==> config.mk <==
export PLATFORM = sky130hd
export DESIGN_NAME = transition_arc_executor_unit
export DESIGN_NICKNAME = d
export VERILOG_FILES = /design/src/rtl/taeu_pkg.sv /design/src/rtl/taeu_ram.sv /design/src/rtl/taeu_core.sv /design/src/rtl/taeu_out_fifo.sv /design/src/rtl/transition_arc_executor_unit.sv
export VERILOG_INCLUDE_DIRS = /design/src /design/src/rtl
export SDC_FILE = /design/constraint.sdc
export NUM_CORES = 2
export LEC_CHECK = 0
export BUFFER_PORTS_ARGS = -buffer_cell sky130_fd_sc_hd__buf_4
export CORE_UTILIZATION = 37
export DETAILED_ROUTE_END_ITERATION = 10
export SYNTH_ARGS = -nofsm -noshare
export SYNTH_HDL_FRONTEND = slang
export SYNTH_HIERARCHICAL = 1
export SYNTH_SLANG_ARGS = --single-unit
export TNS_END_PERCENT = 5
==> constraint.sdc <==
create_clock -name clk -period 15.4 [get_ports clk]
set_input_delay 0 -clock clk [delete_from_list [all_inputs] [get_ports clk]]
set_output_delay 0 -clock clk [all_outputs]
set_load 0.01 [all_outputs]
==> src/rtl/transition_arc_executor_unit_assert.svh <==
// ----------------------------------------------------------------------------
// transition arc executor assertion macros
// immediate-style wrappers around concurrent assertions, empty under SYNTH
// ----------------------------------------------------------------------------
`ifndef TRANSITION_ARC_EXECUTOR_UNIT_ASSERT_SVH
`define TRANSITION_ARC_EXECUTOR_UNIT_ASSERT_SVH

`ifndef SYNTH

// condition holds at every edge out of reset
`define TAEU_ASSERT_ALWAYS(lbl, clk, rst_n, cond, msg) \
    lbl: assert property (@(posedge clk) disable iff (!(rst_n)) (cond)) \
        else $error(msg);

// consequent holds in the same cycle as the antecedent
`define TAEU_ASSERT_IMPL(lbl, clk, rst_n, ante, cons, msg) \
    lbl: assert property (@(posedge clk) disable iff (!(rst_n)) (ante) |-> (cons)) \
        else $error(msg);

// consequent holds in the cycle after the antecedent
`define TAEU_ASSERT_NEXT(lbl, clk, rst_n, ante, cons, msg) \
    lbl: assert property (@(posedge clk) disable iff (!(rst_n)) (ante) |=> (cons)) \
        else $error(msg);

`else

`define TAEU_ASSERT_ALWAYS(lbl, clk, rst_n, cond, msg)
`define TAEU_ASSERT_IMPL(lbl, clk, rst_n, ante, cons, msg)
`define TAEU_ASSERT_NEXT(lbl, clk, rst_n, ante, cons, msg)

`endif

`endif

==> src/rtl/taeu_pkg.sv <==
// ----------------------------------------------------------------------------
// taeu_pkg
// shared types, codes and defaults of the transition arc executor
// ----------------------------------------------------------------------------
`default_nettype none

package taeu_pkg;

    localparam int MAX_WORDS_DEF  = 128;
    localparam int LABEL_BITS_DEF = 8;

    localparam int LEN_W      = 8;
    localparam int LABEL_W    = 8;
    localparam int WORD_OUT_W = 7;
    localparam int ERR_W      = 2;
    localparam int KIND_W     = 2;

    localparam logic MODE_START  = 1'b0;
    localparam logic MODE_ACTION = 1'b1;

    localparam logic [KIND_W-1:0] KIND_SHIFT = 2'd0;
    localparam logic [KIND_W-1:0] KIND_SWAP  = 2'd1;
    localparam logic [KIND_W-1:0] KIND_LEFT  = 2'd2;
    localparam logic [KIND_W-1:0] KIND_RIGHT = 2'd3;

    localparam logic [ERR_W-1:0] ERR_NONE         = 2'd0;
    localparam logic [ERR_W-1:0] ERR_EMPTY_BUFFER = 2'd1;
    localparam logic [ERR_W-1:0] ERR_SHORT_STACK  = 2'd2;

    typedef struct packed {
        logic               mode;
        logic [LEN_W-1:0]   sentence_length;
        logic [KIND_W-1:0]  action_kind;
        logic [LABEL_W-1:0] arc_label;
    } item_t;

    typedef struct packed {
        logic                  arc_made;
        logic [WORD_OUT_W-1:0] dependent_word;
        logic [WORD_OUT_W-1:0] head_word;
        logic [LABEL_W-1:0]    relation_label;
        logic [ERR_W-1:0]      error_code;
        logic                  finished;
    } result_t;

endpackage

`default_nettype wire

==> src/rtl/taeu_ram.sv <==
// ----------------------------------------------------------------------------
// taeu_ram
// simple dual-port synchronous ram, one write and one registered read port
// ----------------------------------------------------------------------------
`default_nettype none

module taeu_ram #(
    parameter int DEPTH = taeu_pkg::MAX_WORDS_DEF,
    parameter int WIDTH = $clog2(taeu_pkg::MAX_WORDS_DEF)
) (
    input  wire logic                     clk,
    input  wire logic                     wr_en,
    input  wire logic [$clog2(DEPTH)-1:0] wr_addr,
    input  wire logic [WIDTH-1:0]         wr_data,
    input  wire logic [$clog2(DEPTH)-1:0] rd_addr,
    output logic      [WIDTH-1:0]         rd_data
);

    logic [WIDTH-1:0] mem [DEPTH];

    always_ff @(posedge clk)
    begin
        if (wr_en)
        begin
            mem[wr_addr] <= wr_data;
        end
    end

    always_ff @(posedge clk)
    begin
        rd_data <= mem[rd_addr];
    end

endmodule

`default_nettype wire

==> src/rtl/taeu_core.sv <==
// ----------------------------------------------------------------------------
// taeu_core
// stack and buffer state machine: top two stack words and the returned-word
// front are cached in registers, deeper entries are prefetched from ram
// ----------------------------------------------------------------------------
`default_nettype none
`include "transition_arc_executor_unit_assert.svh"

module taeu_core #(
    parameter int MAX_WORDS  = taeu_pkg::MAX_WORDS_DEF,
    parameter int LABEL_BITS = taeu_pkg::LABEL_BITS_DEF
) (
    input  wire logic                         clk,
    input  wire logic                         rst_n,
    input  wire logic                         item_valid,
    input  wire taeu_pkg::item_t              item,
    input  wire logic                         hold,
    output logic                              take,
    output taeu_pkg::result_t                 take_result,
    output logic                              stk_wr_en,
    output logic [$clog2(MAX_WORDS)-1:0]      stk_wr_addr,
    output logic [$clog2(MAX_WORDS)-1:0]      stk_wr_data,
    output logic [$clog2(MAX_WORDS)-1:0]      stk_rd_addr,
    input  wire logic [$clog2(MAX_WORDS)-1:0] stk_rd_data,
    output logic                              ret_wr_en,
    output logic [$clog2(MAX_WORDS)-1:0]      ret_wr_addr,
    output logic [$clog2(MAX_WORDS)-1:0]      ret_wr_data,
    output logic [$clog2(MAX_WORDS)-1:0]      ret_rd_addr,
    input  wire logic [$clog2(MAX_WORDS)-1:0] ret_rd_data
);

    import taeu_pkg::*;

    localparam int AW         = $clog2(MAX_WORDS);
    localparam int CW         = $clog2(MAX_WORDS + 1);
    localparam int LABEL_KEEP = (LABEL_BITS >= LABEL_W) ? LABEL_W : LABEL_BITS;
    localparam logic [LABEL_W-1:0] LABEL_MASK = LABEL_W'((1 << LABEL_KEEP) - 1);

    logic [CW-1:0] stk_cnt_reg, stk_cnt_next;
    logic [CW-1:0] ret_cnt_reg, ret_cnt_next;
    logic [CW-1:0] fresh_reg, fresh_next;
    logic [CW-1:0] total_reg, total_next;
    logic [AW-1:0] top_reg, top_next;
    logic [AW-1:0] sec_reg, sec_next;
    logic [AW-1:0] ret_top_reg, ret_top_next;

    logic          buf_empty;
    logic [AW-1:0] front_word;
    logic [AW-1:0] head_w;
    logic [AW-1:0] dep_w;
    logic [CW-1:0] stk_below;
    logic [CW-1:0] stk_pref;
    logic [CW-1:0] ret_pref;

    assign take = item_valid && !hold;

    always_comb
    begin
        stk_cnt_next = stk_cnt_reg;
        ret_cnt_next = ret_cnt_reg;
        fresh_next   = fresh_reg;
        total_next   = total_reg;
        top_next     = top_reg;
        sec_next     = sec_reg;
        ret_top_next = ret_top_reg;
        stk_wr_en    = 1'b0;
        stk_wr_addr  = '0;
        stk_wr_data  = '0;
        ret_wr_en    = 1'b0;
        ret_wr_addr  = '0;
        ret_wr_data  = '0;
        take_result  = '0;
        head_w       = top_reg;
        dep_w        = sec_reg;

        buf_empty  = (ret_cnt_reg == '0) && (fresh_reg >= total_reg);
        front_word = (ret_cnt_reg != '0) ? ret_top_reg : fresh_reg[AW-1:0];
        stk_below  = stk_cnt_reg - CW'(2);

        if (take)
        begin
            if (item.mode == MODE_START)
            begin
                if (32'(item.sentence_length) > 32'(MAX_WORDS))
                begin
                    total_next = CW'(MAX_WORDS);
                end
                else
                begin
                    total_next = CW'(item.sentence_length);
                end
                stk_cnt_next = '0;
                ret_cnt_next = '0;
                fresh_next   = '0;
            end
            else if (item.action_kind == KIND_SHIFT)
            begin
                if (buf_empty)
                begin
                    take_result.error_code = ERR_EMPTY_BUFFER;
                end
                else
                begin
                    if (ret_cnt_reg != '0)
                    begin
                        ret_cnt_next = ret_cnt_reg - CW'(1);
                        ret_top_next = ret_rd_data;
                    end
                    else
                    begin
                        fresh_next = fresh_reg + CW'(1);
                    end
                    if (stk_cnt_reg < CW'(MAX_WORDS))
                    begin
                        stk_wr_en    = 1'b1;
                        stk_wr_addr  = stk_cnt_reg[AW-1:0];
                        stk_wr_data  = front_word;
                        stk_cnt_next = stk_cnt_reg + CW'(1);
                        top_next     = front_word;
                        sec_next     = top_reg;
                    end
                end
            end
            else if (stk_cnt_reg < CW'(2))
            begin
                take_result.error_code = ERR_SHORT_STACK;
            end
            else
            begin
                // pop two, push one: new second word comes from the prefetch
                stk_cnt_next = stk_cnt_reg - CW'(1);
                sec_next     = stk_rd_data;
                stk_wr_en    = 1'b1;
                stk_wr_addr  = stk_below[AW-1:0];
                if (item.action_kind == KIND_SWAP)
                begin
                    stk_wr_data = top_reg;
                    if (ret_cnt_reg < CW'(MAX_WORDS))
                    begin
                        ret_wr_en    = 1'b1;
                        ret_wr_addr  = ret_cnt_reg[AW-1:0];
                        ret_wr_data  = sec_reg;
                        ret_cnt_next = ret_cnt_reg + CW'(1);
                        ret_top_next = sec_reg;
                    end
                end
                else
                begin
                    if (item.action_kind == KIND_LEFT)
                    begin
                        head_w = top_reg;
                        dep_w  = sec_reg;
                    end
                    else
                    begin
                        head_w = sec_reg;
                        dep_w  = top_reg;
                    end
                    top_next                   = head_w;
                    stk_wr_data                = head_w;
                    take_result.arc_made       = 1'b1;
                    take_result.dependent_word = WORD_OUT_W'(dep_w);
                    take_result.head_word      = WORD_OUT_W'(head_w);
                    take_result.relation_label = item.arc_label & LABEL_MASK;
                end
            end
        end

        take_result.finished = (ret_cnt_next == '0) && (fresh_next >= total_next)
                               && (stk_cnt_next == CW'(1));

        // prefetch third stack word and second returned word of the next state
        stk_pref    = stk_cnt_next - CW'(3);
        ret_pref    = ret_cnt_next - CW'(2);
        stk_rd_addr = stk_pref[AW-1:0];
        ret_rd_addr = ret_pref[AW-1:0];
    end

    always_ff @(posedge clk or negedge rst_n)
    begin
        if (!rst_n)
        begin
            stk_cnt_reg <= '0;
            ret_cnt_reg <= '0;
            fresh_reg   <= '0;
            total_reg   <= '0;
        end
        else
        begin
            stk_cnt_reg <= stk_cnt_next;
            ret_cnt_reg <= ret_cnt_next;
            fresh_reg   <= fresh_next;
            total_reg   <= total_next;
        end
    end

    always_ff @(posedge clk)
    begin
        top_reg     <= top_next;
        sec_reg     <= sec_next;
        ret_top_reg <= ret_top_next;
    end

    `TAEU_ASSERT_NEXT(a_start_clears, clk, rst_n, take && (item.mode == MODE_START), (stk_cnt_reg == '0) && (ret_cnt_reg == '0) && (fresh_reg == '0), "start did not empty stack and buffer")
    `TAEU_ASSERT_ALWAYS(a_count_bound, clk, rst_n, (stk_cnt_reg <= CW'(MAX_WORDS)) && (ret_cnt_reg <= CW'(MAX_WORDS)) && (total_reg <= CW'(MAX_WORDS)), "count beyond capacity")
    `TAEU_ASSERT_IMPL(a_arc_needs_two, clk, rst_n, take && take_result.arc_made, (stk_cnt_reg >= CW'(2)) && (take_result.error_code == ERR_NONE), "arc made from short stack")

endmodule

`default_nettype wire

==> src/rtl/taeu_out_fifo.sv <==
// ----------------------------------------------------------------------------
// taeu_out_fifo
// two-entry result queue; stall toward the input depends only on its fill
// ----------------------------------------------------------------------------
`default_nettype none
`include "transition_arc_executor_unit_assert.svh"

module taeu_out_fifo (
    input  wire logic              clk,
    input  wire logic              rst_n,
    input  wire logic              push,
    input  wire taeu_pkg::result_t push_data,
    output logic                   full,
    output logic                   result_valid,
    input  wire logic              result_stall,
    output taeu_pkg::result_t      result
);

    import taeu_pkg::*;

    logic [1:0] cnt_reg, cnt_next;
    result_t    head_reg, head_next;
    result_t    tail_reg, tail_next;
    logic       pop;

    assign full         = (cnt_reg == 2'd2);
    assign result_valid = (cnt_reg != 2'd0);
    assign result       = head_reg;
    assign pop          = result_valid && !result_stall;

    always_comb
    begin
        cnt_next  = cnt_reg;
        head_next = head_reg;
        tail_next = tail_reg;
        if (pop && push)
        begin
            if (cnt_reg == 2'd1)
            begin
                head_next = push_data;
            end
            else
            begin
                head_next = tail_reg;
                tail_next = push_data;
            end
        end
        else if (pop)
        begin
            head_next = tail_reg;
            cnt_next  = cnt_reg - 2'd1;
        end
        else if (push)
        begin
            if (cnt_reg == 2'd0)
            begin
                head_next = push_data;
            end
            else
            begin
                tail_next = push_data;
            end
            cnt_next = cnt_reg + 2'd1;
        end
    end

    always_ff @(posedge clk or negedge rst_n)
    begin
        if (!rst_n)
        begin
            cnt_reg <= 2'd0;
        end
        else
        begin
            cnt_reg <= cnt_next;
        end
    end

    always_ff @(posedge clk)
    begin
        head_reg <= head_next;
        tail_reg <= tail_next;
    end

    `TAEU_ASSERT_IMPL(a_no_overflow, clk, rst_n, push, cnt_reg != 2'd2, "transfer into full result queue")
    `TAEU_ASSERT_ALWAYS(a_fill_range, clk, rst_n, cnt_reg != 2'd3, "result queue fill out of range")

endmodule

`default_nettype wire

==> src/rtl/transition_arc_executor_unit.sv <==
// ----------------------------------------------------------------------------
// transition_arc_executor_unit
// executes arc-standard transitions with swap over a ram-backed stack and
// a ram-backed buffer of returned words
//
//   channel  | dir | handshake                  | payload
//   item     | in  | item_valid / item_stall    | taeu_pkg::item_t
//   result   | out | result_valid / result_stall | taeu_pkg::result_t
//
// one item per cycle sustained while item_stall is low; each result is registered in the queue
// the rate rests on the registered ram prefetch of the third stack word and
// the second returned word, issued from the next-state counts every cycle
// item_stall rises only when two results wait in the output queue
// reset clears the counts only; ram contents need no clearing pass
// ----------------------------------------------------------------------------
`default_nettype none

module transition_arc_executor_unit #(
    parameter int MAX_WORDS  = taeu_pkg::MAX_WORDS_DEF,
    parameter int LABEL_BITS = taeu_pkg::LABEL_BITS_DEF
) (
    input  wire logic              clk,
    input  wire logic              rst_n,
    input  wire logic              item_valid,
    output logic                   item_stall,
    input  wire taeu_pkg::item_t   item,
    output logic                   result_valid,
    input  wire logic              result_stall,
    output taeu_pkg::result_t      result
);

    import taeu_pkg::*;

    localparam int AW = $clog2(MAX_WORDS);

    logic          take;
    result_t       take_result;
    logic          full;
    logic          stk_wr_en;
    logic [AW-1:0] stk_wr_addr;
    logic [AW-1:0] stk_wr_data;
    logic [AW-1:0] stk_rd_addr;
    logic [AW-1:0] stk_rd_data;
    logic          ret_wr_en;
    logic [AW-1:0] ret_wr_addr;
    logic [AW-1:0] ret_wr_data;
    logic [AW-1:0] ret_rd_addr;
    logic [AW-1:0] ret_rd_data;

    assign item_stall = full;

    taeu_core #(
        .MAX_WORDS  (MAX_WORDS),
        .LABEL_BITS (LABEL_BITS)
    ) u_core (
        .clk         (clk),
        .rst_n       (rst_n),
        .item_valid  (item_valid),
        .item        (item),
        .hold        (full),
        .take        (take),
        .take_result (take_result),
        .stk_wr_en   (stk_wr_en),
        .stk_wr_addr (stk_wr_addr),
        .stk_wr_data (stk_wr_data),
        .stk_rd_addr (stk_rd_addr),
        .stk_rd_data (stk_rd_data),
        .ret_wr_en   (ret_wr_en),
        .ret_wr_addr (ret_wr_addr),
        .ret_wr_data (ret_wr_data),
        .ret_rd_addr (ret_rd_addr),
        .ret_rd_data (ret_rd_data)
    );

    taeu_ram #(
        .DEPTH (MAX_WORDS),
        .WIDTH (AW)
    ) u_stack_ram (
        .clk     (clk),
        .wr_en   (stk_wr_en),
        .wr_addr (stk_wr_addr),
        .wr_data (stk_wr_data),
        .rd_addr (stk_rd_addr),
        .rd_data (stk_rd_data)
    );

    taeu_ram #(
        .DEPTH (MAX_WORDS),
        .WIDTH (AW)
    ) u_returned_ram (
        .clk     (clk),
        .wr_en   (ret_wr_en),
        .wr_addr (ret_wr_addr),
        .wr_data (ret_wr_data),
        .rd_addr (ret_rd_addr),
        .rd_data (ret_rd_data)
    );

    taeu_out_fifo u_out_fifo (
        .clk          (clk),
        .rst_n        (rst_n),
        .push         (take),
        .push_data    (take_result),
        .full         (full),
        .result_valid (result_valid),
        .result_stall (result_stall),
        .result       (result)
    );

endmodule

`default_nettype wire
# --- Word level (Yosys, flattened, before mapping) ---
# Memories as Yosys holds them, arrays and structs flattened. A register that Yosys moved wholly into a read port is not among the register bits.
# Cells that the tools add are included.
totals:
  reg_bits: 107
  latch_bits: 0
  ram_bits: 1792
  mem_bits_ro: 0
  inputBits: 23
  output_inout_bits: 28
  word_cells: 176
  mem_count: 2
memory_table:
  columns: ["memory", "depth", "width", "rd", "rd_clocked_by_memory_dff", "write_ports", "line_no", "rtl"]
  rows:
  - ["u_returned_ram.mem", 128, 7, 1, 1, 1, "taeu_ram.sv:19", "logic [WIDTH-1:0] mem [DEPTH];"]
  - ["u_stack_ram.mem", 128, 7, 1, 1, 1, "taeu_ram.sv:19", null]
op_classes:
  n_addsub: 10
  n_mul: 0
  n_div: 0
  order_cmp: 6
  eq_ne: 12
  shift: 0
  muxes: 100
  bitwise_logic: 1
  reduce_logical: 25
op_table:
  columns: ["cell", "count"]
  rows:
  - ["$mux W7", 42]
  - ["$mux W26", 10]
  - ["$mux W8", 22]
  - ["$mux W23", 3]
  - ["$mux W25", 2]
  - ["$add A8 B1 Y8 const B", 3]
  - ["$sub A7 B2 Y7 const B", 3]
  - ["$mux W1", 17]
  - ["$ge A8 B8 Y1", 2]
  - ["$logic_not A8 Y1", 2]
  - ["$lt A8 B8 Y1 const B", 2]
  - ["$sub A8 B1 Y8 const B", 2]
  - ["$ne A2 B2 Y1 const B", 5]
  - ["$reduce_bool A2 Y1", 5]
  - ["$eq A8 B1 Y1 const B", 1]
  - ["$gt A8 B8 Y1 const B", 1]
  - ["$lt A8 B2 Y1 const B", 1]
  - ["$mux W2", 4]
  - ["$reduce_bool A8 Y1", 1]
  - ["$reduce_and A7 Y1", 1]
  - ["$logic_and A1 B1 Y1", 6]
  - ["$reduce_bool A3 Y1", 2]
  - ["$reduce_and A5 Y1", 1]
  - ["$eq A2 B1 Y1 const B", 2]
  - ["other kinds (9)", 14]

# --- Logic depth before layout (Yosys ltp) ---
logic_depth:
  ltp_word: 14
  depth_mapped: 18
  depth_no_buf: 17

# --- Cells and area by module ---
# The synthesis kept the hierarchy.
by_module_without_submodules:
  columns: ["mod", "n_inst", "cells_each", "area_per_inst_um2", "seq_area_each_um2"]
  rows:
  - ["taeu_ram", 2, 1453, 34807.1, 27045.9]
  - ["taeu_core", 1, 616, 4812.1, 1431.4]
  - ["taeu_out_fifo", 1, 101, 2172.1, 1611.5]

# --- Worst setup path after synthesis ---
# OpenSTA, ideal clock, no wires.
synth_path:
  kind: "register to register"
  startpoint: "reg u_core.fresh_reg[0]"
  endpoint: "mem u_stack_ram/mem[0][0] (netlist name), data pin"
  setup_ns: 0.796
  arrival_ns: 4.962
  required_time_ns: 14.604
  setup_slack_ns: 9.642
  path_stages_with_launch: 11
  path_buffers: 0
  synth_period_minus_slack_ns: 5.758
  path_cell_list: "dfrtp_1 > inv_1 > ha_1 > nand2b_4 > a2111oi_4 > o211ai_2 > nand2_1 > nand2_1 > nor2_1 > a21oi_1 > nor2_1"
synth_between:
  elab_chain_cells: 6
  word_cells_on_any_way: 8
synth_rtl:
  columns: ["element", "line_no", "rtl"]
  rows:
  - ["start, declared", "taeu_core.sv:41", "logic [CW-1:0] fresh_reg, fresh_next;"]
  - ["start signal, assigned", "taeu_core.sv:192", "fresh_reg <= fresh_next;"]
  - ["$ge A8 B8 Y1 / $mux W7 (equally long branches)", "taeu_core.sv:76, taeu_core.sv:77", null]
  - ["$logic_and A1 B1 Y1 / $mux W7 (equally long branches)", "taeu_core.sv:76, taeu_core.sv:113", null]
  - ["$mux W7 *", "taeu_core.sv:98", "if (buf_empty)"]
  - ["$mux W7 *", "taeu_core.sv:96", "else if (item.action_kind == KIND_SHIFT)"]
  - ["$mux W7 *", "taeu_core.sv:82", "if (item.mode == MODE_START)"]
  - ["$mux W7 *", "taeu_core.sv:80", "if (take)"]
  - ["named net stk_wr_data[0]", "transition_arc_executor_unit.sv:41", "logic [AW-1:0] stk_wr_data;"]
  - ["end, declared", "taeu_ram.sv:19", null]
# The timed path passes the listed nets; every way through them passes the cells marked *.

# --- Worst setup path after layout ---
layout_path:
  startpoint: "reg u_core.ret_cnt_reg[0]"
  endpoint: "reg u_stack_ram.rd_data[1] (read register of u_stack_ram.mem)"
layout_between:
  elab_chain_cells: 7
layout_rtl:
  columns: ["element", "line_no", "rtl"]
  rows:
  - ["start, declared", "taeu_core.sv:40", "logic [CW-1:0] ret_cnt_reg, ret_cnt_next;"]
  - ["start signal, assigned", "taeu_core.sv:191", "ret_cnt_reg <= ret_cnt_next;"]
  - ["$logic_not A8 Y1", "taeu_core.sv:76", "buf_empty = (ret_cnt_reg == '0) && (fresh_reg >= total_reg);"]
  - ["$logic_and A1 B1 Y1", "taeu_core.sv:76", null]
  - ["$mux W8", "taeu_core.sv:98", null]
  - ["$mux W8", "taeu_core.sv:96", null]
  - ["$mux W8", "taeu_core.sv:82", null]
  - ["$mux W8", "taeu_core.sv:80", null]
  - ["$sub A7 B2 Y7", "taeu_core.sv:173", "stk_pref = stk_cnt_next - CW'(3);"]
  - ["named net stk_rd_addr[0]", "transition_arc_executor_unit.sv:42", "logic [AW-1:0] stk_rd_addr;"]
  - ["end, declared", "taeu_ram.sv:16", "output logic [WIDTH-1:0] rd_data"]
# The timed path passes the listed nets, and every way through them passes these cells.
# A chain may end at the register's enable or synchronous reset.

==> results.yml <==
grt:
  grt_start_max_net_pins: 162
  grt_pass1_vias: 36870
  grt_overflow: 0
  groute.usage.overall_pct: 16.87
  grt_pass1_wl_um: 260200
  antenna_found_initial: 2
layout:
  reg_top3: "u_returned_ram/mem x896, u_stack_ram/mem x896"
  stdcell_count: 6603
  fin_util_pct: 42.16
  nFillCells: 17580
  syn2layout_area_growth_pct: 12.94
  fin_area_sq_um: 86510
  mostFrequentLayoutCell: "edfxtp_1"
  drive_gt1_share_pct: 27.29
  final_cell_mix: "edfxtp_1 (1,865), mux4_2 (588), nor2_1 (287)"
  fin_nets: 3824
cts:
  cts_resized: 0
  cts_buffer_depth: 3
  cts_htree_levels: 4
  path_clk_slew_ns: 0.06
  cts.sinks: 1913
  cts_tree: "built"
  clock_latency_ns: 0.82
  post-cts-setup-buffer-count: 0
  cts_root_buf: "clkbuf_16"
  cts_buffers: 184
worst_hold_path:
  hp-class: "in -> reg"
  hp-start: "item[2]"
logic_synthesis:
  synth_cell_types: 73
  synth_cells: 3623
  synth_edf_count: 1865
  syn-num-nets: 3679
  ys_seq_elements: 1913
  synth_area_sq_um: 76600
  ys_async_sr_fraction_pct: 1.777
  synth_ff_type: "edfxtp_1"
  yosysSeqAreaShare_pct: 74.59
  yosys_warnings: 6
  syn_area_per_cell_sq_um: 21.14
pwr:
  power.density_nw_per_um2: 196.4
  power.leakage_nw: 28.05
  ir_drop_mv: 0.2624
run_status:
  status: "finished clean"
floorplanning:
  io_pins: 51
  die_w_um: 457.0
  core-area_sq_um: 205200
  die_h_um: 457.0
  start_util_pct: 37.33
  rows: 166
  dieArea_sq_um: 208800
critical_path:
  critPathLaunch: "u_core/ret_cnt_reg[0]$_DFF_PN0_"
  critPathMaxFanout: 161
  setup.worst_path.end_class: "flip-flop"
  cp_cell_sequence: "inv_1 > ha_1 > nor2b_1 > nand3_1 > nor3_1 > o31ai_1 > a22oi_2 > inv_1 > ha_1 > xnor2_2 > buf_12 > buf_4 > mux4_2 > mux4_2 > mux4_2 > mux2_2"
  cp_data_required_time_ns: 16.11
  cp.arrival_ns: 7.51
  crit_path_max_incr_delay_ns: 0.90
  timing.rr.start: "u_core/ret_cnt_reg[0]$_DFF_PN0_"
  slowest_stage: "buf_4"
  critPathKind: "reg -> reg"
  startpoint_type: "flip-flop"
  crit_top_cell: "mux4_2"
placement:
  dp_cells: 6233
  dpl-instance-area_sq_um: 80230
  dp_hpwl_um: 107500
  io_buffers: 50
  place.gp.congestion: 0.8265
  pre_cts_ws_ns: 8.676
detailed_routing:
  drc: 0
  ant_nets: 0
  drtIter0Drc: 3857
  firstDrtPassIters: 8
  wl_um: 176700
  vias_per_cell: 5.510
  wire_per_inst_um: 26.75
  num_vias: 36380
timing:
  setup_violations: 0
  fin_crit_sh_pct: 44.17
  worstMarginPinSlew_ns: 1.327
  max_freq_mhz: 147.0
  drv_slew: 0
  rsz0062_at_grt: "false"
  hold_viol_final: 0
  min_period_ns: 6.802
  slew_headroom_pct: 11.30
  skew_ns: 0.02669
  fin_setup_tns_ns: 0
  finalWorstSetupSlack_ns: 8.598
job:
  cap_viol_max_count: 0
## logic make-up after synthesis
group / synth area share [%]
AO/OA/AOI/OAI: 1.473
XOR/XNOR: 0.2401
adder cells (fa/ha/maj): 0.5390
buffers and inverters: 1.506
flip-flops: 74.59
multiplexers: 18.09
AND/OR/NAND/NOR: 3.558
## per-stage QoR
stage	total power [mW]	hold slack (ns)
6_report	16.99	0.06926
4_1_cts	17.17	0.01405
5_1_grt	17.62	0.06851
3_5_place_dp	12.70	0.01837
3_3_place_gp	12.67	0.007759
2_1_floorplan	10.56	-0.2956
## power by group
| part | leakage [nW] | switching (mW) | total [mW] | internal, mW |
|---|---|---|---|---|
| clock network | 2.87 | 1.91 | 4.46 | 2.55 |
| registers | 18.4 | 0.128 | 6.07 | 5.94 |
| logic | 6.81 | 3.47 | 6.46 | 2.99 |
## worst max-delay path: cells and delay by family, from the launching register on
kind	cells	cell delay, ns
buf+inv	4	1.80
mux	4	1.77
simple gates	3	1.30
fa+ha+maj	2	0.51
flops	1	0.49
compound gates	2	0.40
xor+xnor	1	0.23
## cell usage after synthesis, types with 10 or more instances
library cell	instances	area, sq um
mux2_2	21	236.5
a21oi_1	49	245.2
o21ai_0	36	180.2
edfxtp_1	1865	56000
mux2_4	20	300.3
clkbuf_1	120	450.4
nor3_1	37	185.2
nand4_1	13	81.33
nor2_1	295	1107
inv_1	55	206.5
dfrtp_1	34	850.8
xor2_1	11	96.34
nand2_1	133	499.2
buf_2	14	70.07
xnor2_1	10	87.58
mux4_2	588	13240
ha_1	33	412.9
nand2b_1	14	87.58
buf_4	32	240.2
and3_1	12	75.07
nand3_1	43	215.2
nor2b_1	17	106.4
buf_1	26	97.59
dfxtp_1	14	280.3
## worst paths after layout
kind	to	slack, ns	depth (start not counted)
worst max-delay path	u_stack_ram/rd_data[1]$_DFF_P_	8.60	16
worst min-delay path	u_out_fifo/tail_reg[5]$_DFFE_PP_	0.07	3
worst max register to register	u_stack_ram/rd_data[1]$_DFF_P_	8.60	16
worst min register to register	u_core/total_reg[0]$_DFF_PN0_	0.51	2
max in group asynchronous	u_core/ret_cnt_reg[2]$_DFF_PN0_	14.96	4
min in group asynchronous	u_core/fresh_reg[7]$_DFF_PN0_	0.24	4
## area by class of cell
cell class | instances | area [sq um] | share of cell area [%]
clock buffer | 236 | 4902 | 5.667
timing repair buffer | 157 | 1331 | 1.539
antenna | 1 | 2.502 | 0.002893
multi-input combinational | 1456 | 18560 | 21.45
sequential | 1913 | 57130 | 66.04
clock inverter | 96 | 999.7 | 1.156
tap | 2688 | 3363 | 3.888
inverter | 56 | 220.2 | 0.2545
## routing by layer
layer  vias up  global-route usage, %  routed length, um
met1     19560                  23.81              75290
met4         2                  3.642               2954
li1      15290                      -                  -
met5         -                      0                  7
met3       220                  3.123              12040
met2      1316                  27.29              86360
## what timing repair did
item / CTS / global route
endpoints found under the hold margin: 152 / 0
setup endpoints to repair: 0 / 0
hold buffers: 37 / 0
Note: power is estimated with default switching activity, not from simulation.
